**src/rtl/blp_pkg.sv**
```systemverilog
// Shared field widths, mode codes and level-cell types for the trie route store.
package blp_pkg;

    // Fixed field widths of the item and result beats
    localparam int HOP_BITS        = 32;
    localparam int PORT_FIELD_BITS = 8;
    localparam int LEN_FIELD_BITS  = 6;

    // Item mode codes
    localparam logic MODE_LOOKUP = 1'b0;
    localparam logic MODE_INSERT = 1'b1;

    // What one level cell holds and hands to its neighbor
    typedef struct packed {
        logic addr_bit;
        logic live;
    } t_lvl;

    // Control that the walk sequencer sends to every level cell
    typedef struct packed {
        logic load;
        logic shift;
        logic lookup;
    } t_lvl_ctl;

endpackage

```
**src/rtl/blp_level_cell.sv**
```systemverilog
// One trie level cell: holds one address bit and its in-prefix flag, shifts toward level 0.
module blp_level_cell #(
    parameter int IDX      = 0,
    parameter int LEN_BITS = 6
) (
    input  logic                 i_clk,
    input  logic                 i_rst_n,
    input  blp_pkg::t_lvl_ctl    i_ctl,
    input  logic                 i_load_bit,
    input  logic [LEN_BITS-1:0]  i_load_len,
    input  blp_pkg::t_lvl        i_next,
    output blp_pkg::t_lvl        o_lvl
);
    import blp_pkg::*;

    t_lvl r_lvl;
    t_lvl n_lvl;

    // Load this level's bit on a new beat, else take the neighbor's level on a step
    always_comb begin
        n_lvl = r_lvl;
        if (i_ctl.load) begin
            n_lvl.addr_bit = i_load_bit;
            n_lvl.live     = i_ctl.lookup || (LEN_BITS'(IDX) < i_load_len);
        end else if (i_ctl.shift) begin
            n_lvl = i_next;
        end
    end

    always_ff @(posedge i_clk) begin
        if (!i_rst_n) begin
            r_lvl <= '0;
        end else begin
            r_lvl <= n_lvl;
        end
    end

    assign o_lvl = r_lvl;

endmodule

```
**config.mk**
```make
export PLATFORM = sky130hd
export DESIGN_NAME = blp_level_cell
export DESIGN_NICKNAME = d
export VERILOG_FILES = /design/src/rtl/blp_pkg.sv /design/src/rtl/blp_level_cell.sv
export SDC_FILE = /design/constraint.sdc
export NUM_CORES = 1
export LEC_CHECK = 0
export ABC_AREA = 0
export BUFFER_PORTS_ARGS = -buffer_cell sky130_fd_sc_hd__buf_2
export CAP_MARGIN = 10
export CORE_AREA = 2 2 39 41
export DETAILED_ROUTE_END_ITERATION = 16
export DIE_AREA = 0 0 41 43
export SLEW_MARGIN = 20
export SYNTH_ARGS = -nofsm -noshare
export SYNTH_HDL_FRONTEND = slang
export SYNTH_SLANG_ARGS = --single-unit
```
**constraint.sdc**
```tcl
create_clock -name i_clk -period 1.71 [get_ports i_clk]
set_input_delay 0.2565 -clock i_clk [delete_from_list [all_inputs] [get_ports i_clk]]
set_output_delay 0.2565 -clock i_clk [all_outputs]
set_load 0.02 [all_outputs]
```
==> results of run 1 <==
-- worst max-delay path: cells and delay by family --
kind	cells	cell delay [ns]
buffers and inverters	1	0.11
AOI/OAI and AO/OA	1	0.23
and+or+nand+nor	1	0.51
-- layout by cell type (no fill, tap or decap) --
master    instances
o211a_1           1
mux2_2            2
or2b_1            1
or4_1             1
clkbuf_4          3
dfxtp_1           2
buf_2            15
o221a_1           1
or4b_1            1
-- where the power goes --
part / total [W] / internal [W] / leakage, nW / switching, W
sequential: 0.0000522 / 0.0000507 / 0.0167 / 0.00000152
combinational: 0.0000343 / 0.0000205 / 0.0883 / 0.0000137
clock: 0.000104 / 0.0000774 / 0.0138 / 0.0000267
total: 0.000191 / 0.000149 / 0.119 / 0.0000420
-- cell type report --
| cell class | instances | area (sq um) | share of cell area |
|---|---|---|---|
| timing repair buffer | 15 | 75.1 | 0.331 |
| multi-input combinational | 7 | 68.8 | 0.304 |
| sequential | 2 | 40.0 | 0.177 |
| clock buffer | 3 | 22.5 | 0.0994 |
| tap | 16 | 20.0 | 0.0884 |
-- cell families (layout without fill, tap and decap cells) --
group,after synthesis,in the layout,share of synthesized area
DFF,2,2,0.368
and+or+nand+nor,3,3,0.230
buffers and inverters,0,18,0
muxes,2,2,0.207
AOI/OAI and AO/OA,2,2,0.195
-- final timing paths --
| check | depth (start not counted) | to | start | slack (ns) |
|---|---|---|---|---|
| setup reg to reg | 2 | o_lvl[0]$_SDFFE_PN0P_ | o_lvl[0]$_SDFFE_PN0P_ | 0.80 |
| setup / recovery | 3 | o_lvl[0]$_SDFFE_PN0P_ | i_ctl[0] | 0.72 |
| hold reg to reg | 2 | o_lvl[1]$_SDFFE_PN0P_ | o_lvl[1]$_SDFFE_PN0P_ | 0.62 |
| hold / removal | 2 | o_lvl[1]$_SDFFE_PN0P_ | i_rst_n | 0.28 |
-- metrics by stage --
stage / setup slack, ns / utilization / power (W) / hold slack, ns
6_report: 0.718 / 0.164 / 0.000191 / 0.282
5_1_grt: 0.714 / 0.164 / 0.000209 / 0.285
4_1_cts: 0.732 / 0.164 / 0.000201 / 0.271
3_5_place_dp: 0.487 / 0.147 / 0.0000876 / 0.501
3_3_place_gp: 0.498 / 0.147 / 0.0000869 / 0.506
2_1_floorplan: 0.615 / - / 0.0000670 / 0.390
-- metal layers --
layer / up-vias / GRT usage
met3: 0 / 0.0471
met1: 57 / 0.0543
li1: 76 / -
met5: - / 0
met2: 16 / 0.0438
met4: 0 / 0.0800
==> impl_results.md, run 1 <==
* CTS Hold Bufs at 0
* DR WL met3 at 78 um
* Cell count after synthesis at 9
* WL met1 at 165 um
* Area growth from synthesis to layout at 108%
* Slew Limit Headroom at 0.929
* Boundary Pins at 16
* Via count at 149
* Yosys top cell area share at 0.368
* Avg Inst Size Synth at 12.1 sq um
* Count of different cell masters after synthesis at 7
* PortBufs at 15
* WL final at 366 um
* H-tree depth at 1
* Vias/cell at 3.47
* Final clock skew at 0 ns
* Grt total ovfl at 0
* Pleak at 0.119 nW
* Number of flip-flops in the largest register at 2
* Initial antenna violation count at 0
* CORE AREA at 1380 sq um
* DR WL met2 at 122 um
* Worst-margin pin slew at 0.108 ns
* CTS tree: done
* Setup TNS at 0 ns
* Most used DFF post-synth: dfxtp_1
* Synthesis-stage register bit count at 2
* Top sig layer: met3
* Worst path required time at 1.82 ns
* Worst path slowest cell: or4b_1
* Placed cell count at 40
* Root Buffer: clkbuf_4
* Vias in the first global route at 128
* Final hold violations at 0
* Die height at 43 um
* Antenna diodes at 0
* Power density over the cells at 842 nW/um^2
* Post-CTS setup buffer count at 0
* Number of synthesized flops with an enable pin at 0
* Area contributors post-synth: dfxtp_1 (37%), mux2_2 (21%), o221a_1 (10%)
* Design area at 226 sq um
* Final min period at 0.992 ns
* Min-Delay Path Class: in2reg
* Dpl cell area at 204 sq um
* CTS Buf Count at 3
* RSZ-0062 raised after global routing: false
* Non-filler cells, final at 43
* Mapped cell area at 109 sq um
* Fillers at 159
* Slew Viols, Final at 0
* Initial Util at 0.0787
* Gpl congestion at 0.591
* Routed Antenna Nets at 0
* Share of layout cells above drive strength 1 at 0.741
* Clk pin slew, worst setup/hold paths at 0.03 ns
* Critical path arrival at 1.10 ns
* Leading area contributor after synthesis: dfxtp_1
* Routed WL per cell at 8.51 um
* Status: finished, final reports clean
* Largest net degree at the start of global routing at 5
* Async SR Flop Fraction at 0
* CP endpoint kind: flop
* Fmax at 1010 MHz
* Crit path kind: in2reg
* Die ar. at 1760 sq um
* Worst vdd ir at 0.169 mV
* Worst-path maximum fanout at 1
* DRC Markers at 0
* CTS resizes at 0
* Clock Sinks at 2
* # setup viols final at 0
* Placement Rows at 14
* Yosys warnings at 0
* Register area share after synthesis at 0.368
* Fin nets at 43
* Fin crit share at 0.580
* Post-synth net total at 23
* First-pass GRT wire length at 483 um
* Skew-Pair Late Insertion Delay at 0.22 ns
* Element type at the critical path start: primary input
* Synth top cells by count: dfxtp_1 (2), mux2_2 (2)
* Largest stage delay, worst path at 0.51 ns
* DR pass1 iterations at 2
* Die Span X at 41 um
* Iter 0 DRT Violations at 4
* CP Cell Sequence: buf_2, or4b_1, o221a_1
* Max-cap viol count at 0
* CTS Buffer Depth at 2
* Total track usage at 0.0521
Note: power is estimated with default switching activity, not from simulation.
==> inputs of run 2 (changes only) <==
==> constraint.sdc (replaced) <==
create_clock -name i_clk -period 1 [get_ports i_clk]
set_input_delay 0.15 -clock i_clk [delete_from_list [all_inputs] [get_ports i_clk]]
set_output_delay 0.15 -clock i_clk [all_outputs]
set_load 0.02 [all_outputs]
==> run 2 against run 1 <==
Clock power up 73%. Largest cell class unchanged. First-iteration DRC count down 50%. Combinational power up 78%. Flip-flop and latch count unchanged. Highest routed layer unchanged.
==> impl_results.md, run 2 (synthesis results as in run 1) <==
* R2R setup slack at 0.09 ns
* Worst path required time at 1.11 ns
* Vias/cell at 3.39
* WL final at 362 um
* First-pass GRT wire length at 517 um
* Beginning of the critical path: o_lvl[0]$_SDFFE_PN0P_
* Pleak at 0.124 nW
* Element type at the critical path start: flop
* PortBufs at 15
* Hold_sp: i_rst_n
* H-tree depth at 1
* Status: finished, final reports clean
* CP endpoint kind: flop
* Die height at 43 um
* Met2 usage at 0.0469
* CTS Hold Bufs at 0
* Number of flip-flops in the largest register at 2
* Design area at 234 sq um
* CTS tree: done
* Skew-Pair Late Insertion Delay at 0.22 ns
* Worst-path maximum fanout at 2
* Storage element area at 40.0 sq um
* Met3 usage at 0.0314
* CTS Buf Count at 3
* Min-Delay Path Class: in2reg
* Fin crit share at 0.913
* RSZ-0062 raised after global routing: false
* Initial antenna violation count at 0
* Crit path to: o_lvl[0]$_SDFFE_PN0P_
* Multi-input logic area at 68.8 sq um
* Final hold violations at 0
* DRC Markers at 0
* Setup TNS at 0 ns
* Worst Reg-to-Reg Cells at 2
* CORE AREA at 1380 sq um
* Fmax at 1100 MHz
* Via count at 149
* Reg-to-Reg Start: o_lvl[0]$_SDFFE_PN0P_
* Max-cap viol count at 0
* Clock Sinks at 2
* Gpl congestion at 0.582
* Die Span X at 41 um
* Placement Rows at 14
* Crit path kind: reg2reg
* Antenna diodes at 0
* Worst-margin pin slew at 0.108 ns
* Die ar. at 1760 sq um
* Total track usage at 0.0561
* Grt total ovfl at 0
* CTS Buffer Depth at 2
* Dpl cell area at 211 sq um
* Fillers at 152
* Fin nets at 44
* Root Buffer: clkbuf_4
* Largest net degree at the start of global routing at 4
* Post-CTS setup buffer count at 0
* Power density over the cells at 1410 nW/um^2
* Routed WL per cell at 8.23 um
* Iter 0 DRT Violations at 2
* Boundary Pins at 16
* Slew Limit Headroom at 0.929
* Final clock skew at 0 ns
* Final min period at 0.913 ns
* Initial Util at 0.0787
* Worst vdd ir at 0.282 mV
* DR pass1 iterations at 3
* CTS resizes at 0
* Share of layout cells above drive strength 1 at 0.750
* Worst reg2reg endpoint: o_lvl[0]$_SDFFE_PN0P_
* Slew Viols, Final at 0
* Vias in the first global route at 151
* GRT busiest layer: met4
* # setup viols final at 0
* Routed Antenna Nets at 0
* Critical path arrival at 1.02 ns
* Commonest non-fill, non-tap cells in the layout: buf_2 (15), clkbuf_4 (3), mux2_2 (2), dfxtp_1 (2)
* Met1 Usage GRT at 0.0639
* Area growth from synthesis to layout at 115%
* Leading cell type in the layout, fill and taps excluded: buf_2
* Clk pin slew, worst setup/hold paths at 0.03 ns
## run 2: area by class of cell
class	count	share of cell area
repair buffers	16	0.353
multi-input cells	7	0.294
flip-flops and latches	2	0.171
clock buffers	3	0.0963
well taps	16	0.0856
## run 2: worst min-delay path by stage
stage,end,slack [ns],cells past startpoint
3_5_place_dp,o_lvl[1]$_SDFFE_PN0P_,0.40,2
3_3_place_gp,o_lvl[1]$_SDFFE_PN0P_,0.41,2
4_1_cts,o_lvl[1]$_SDFFE_PN0P_,0.17,2
6_report,o_lvl[1]$_SDFFE_PN0P_,0.18,2
5_1_grt,o_lvl[1]$_SDFFE_PN0P_,0.18,2
2_1_floorplan,o_lvl[1]$_SDFFE_PN0P_,0.28,1
## run 2: critical path: stages (launching register included)
cell,delay [ns]
dfxtp_1,0.29
mux2_2,0.27
o221a_1,0.24
## run 2: layer usage
metal	share of wire	up-vias	wire, um
met5	0	-	0
met2	0.32	16	117
li1	-	76	-
met1	0.48	57	175
met4	0	0	0
met3	0.19	0	68
## run 2: power by group
part           switching, W  total (W)  internal (W)
Sequential       0.00000240  0.0000890     0.0000866
Clock             0.0000477   0.000180      0.000133
Combinational     0.0000234  0.0000609     0.0000375
Total             0.0000735   0.000330      0.000257
## run 2: per-stage QoR
stage               instances  hold WS, ns   util  total power (W)  worst slack (ns)
global placement           41        0.407  0.153         0.000151            -0.102
detailed placement         41        0.397  0.153         0.000151            -0.107
floorplan                   9        0.283      -         0.000115            0.0113
CTS                        44        0.165  0.169         0.000346            0.0809
global route               44        0.175  0.169         0.000362            0.0578
finish                     44        0.175  0.169         0.000330            0.0872
==> inputs of run 3 (changes only) <==
==> constraint.sdc (replaced) <==
create_clock -name i_clk -period 1.1 [get_ports i_clk]
set_input_delay 0.165 -clock i_clk [delete_from_list [all_inputs] [get_ports i_clk]]
set_output_delay 0.165 -clock i_clk [all_outputs]
set_load 0.02 [all_outputs]
==> run 3 against run 2 <==
Sequential power shrank 8.9%. Critical path depth did not move. Final cell count shrank 2.3%. Clock power fell by 10%. Sequential share of layout area up 0.57 points.
==> impl_results.md, run 3 (synthesis results as in run 1) <==
* Status: finished, final reports clean
* Worst path required time at 1.21 ns
* Grt total ovfl at 0
* # setup viols final at 0
* Boundary Pins at 16
* Die Span X at 41 um
* Fin nets at 43
* Gpl congestion at 0.576
* Dpl cell area at 204 sq um
* Antenna diodes at 0
* CTS Buf Count at 3
* Vias in the first global route at 145
* Iter 0 DRT Violations at 3
* Root Buffer: clkbuf_4
* Hold_sp: i_rst_n
* Post-CTS setup buffer count at 0
* Pleak at 0.119 nW
* Number of flip-flops in the largest register at 2
* Fillers at 150
* CTS Hold Bufs at 0
* Reg-to-Reg Start: o_lvl[0]$_SDFFE_PN0P_
* Multi-input logic area at 68.8 sq um
* Critical path arrival at 1.01 ns
* Final clock skew at 0 ns
* Die ar. at 1760 sq um
* Routed Antenna Nets at 0
* Final min period at 0.900 ns
* Non-filler cells, final at 43
* H-tree depth at 1
* Hold path depth at 2
* PortBufs at 15
* CTS resizes at 0
* Die height at 43 um
* Final hold violations at 0
* Fin crit share at 0.818
* Area growth from synthesis to layout at 108%
* CTS tree: done
* CTS Buffer Depth at 2
* Placed cell count at 40
* Max-cap viol count at 0
* Via count at 144
* DRC Markers at 0
* Clock Sinks at 2
* Slew Viols, Final at 0
* Leading cell type in the layout, fill and taps excluded: buf_2
* Commonest non-fill, non-tap cells in the layout: buf_2 (15), clkbuf_4 (3), mux2_2 (2), dfxtp_1 (2)
* Share of layout cells above drive strength 1 at 0.741
* Clk pin slew, worst setup/hold paths at 0.03 ns
* Min-Delay Path Class: in2reg
* Design area at 226 sq um
* Largest net degree at the start of global routing at 5
* Skew-Pair Late Insertion Delay at 0.22 ns
* CP endpoint kind: flop
* Initial antenna violation count at 0
* First-pass GRT wire length at 531 um
* DR pass1 iterations at 2
* Beginning of the critical path: o_lvl[0]$_SDFFE_PN0P_
* Initial Util at 0.0787
* Worst vdd ir at 0.297 mV
* Worst-path maximum fanout at 2
* WL final at 367 um
* Placement Rows at 14
* Crit path kind: reg2reg
* Total track usage at 0.0551
* Worst Reg-to-Reg Cells at 2
* Routed WL per cell at 8.53 um
* Vias/cell at 3.35
* RSZ-0062 raised after global routing: false
* Power density over the cells at 1310 nW/um^2
* Fmax at 1110 MHz
* Element type at the critical path start: flop
* Slew Limit Headroom at 0.927
* CORE AREA at 1380 sq um
* Storage element area at 40.0 sq um
* Worst-margin pin slew at 0.110 ns
-- run 3: report_power, final --
group / leakage, nW / internal [W] / switching, W
registers: 0.0167 / 0.0000788 / 0.00000228
clock network: 0.0138 / 0.000120 / 0.0000417
logic: 0.0883 / 0.0000319 / 0.0000211
total: 0.119 / 0.000231 / 0.0000651
-- run 3: layout make-up --
cell class | instances | area share
Clock buffer | 3 | 0.0994
Multi-Input combinational cell | 7 | 0.304
Sequential cell | 2 | 0.177
Tap cell | 16 | 0.0884
Timing Repair Buffer | 15 | 0.331
-- run 3: worst paths after layout --
| path | to | slack [ns] |
|---|---|---|
| max | o_lvl[0]$_SDFFE_PN0P_ | 0.20 |
| min | o_lvl[1]$_SDFFE_PN0P_ | 0.19 |
| max reg2reg | o_lvl[0]$_SDFFE_PN0P_ | 0.20 |
| min reg2reg | o_lvl[1]$_SDFFE_PN0P_ | 0.63 |
-- run 3: metrics by stage --
step	TNS, ns	worst slack [ns]	hold slack (ns)	util	power, W
global route	0	0.162	0.188	0.164	0.000320
floorplan	0	0.0963	0.298	-	0.000104
finish	0	0.200	0.189	0.164	0.000296
detailed placement	-0.0207	-0.0207	0.408	0.147	0.000136
CTS	0	0.188	0.179	0.164	0.000309
global placement	-0.0342	-0.0342	0.417	0.147	0.000136
-- run 3: worst max-delay path: stages, from the launching register on --
cell and delay, ns:
dfxtp_1 0.29, mux2_2 0.26, o221a_1 0.24
-- run 3: routing by layer --
metal | vias up | global-route usage | part of all wire
li1 | 75 | - | -
met1 | 53 | 0.0605 | 0.52
met2 | 16 | 0.0469 | 0.28
met3 | 0 | 0.0628 | 0.20
met4 | 0 | 0.0600 | 0
met5 | - | 0 | 0
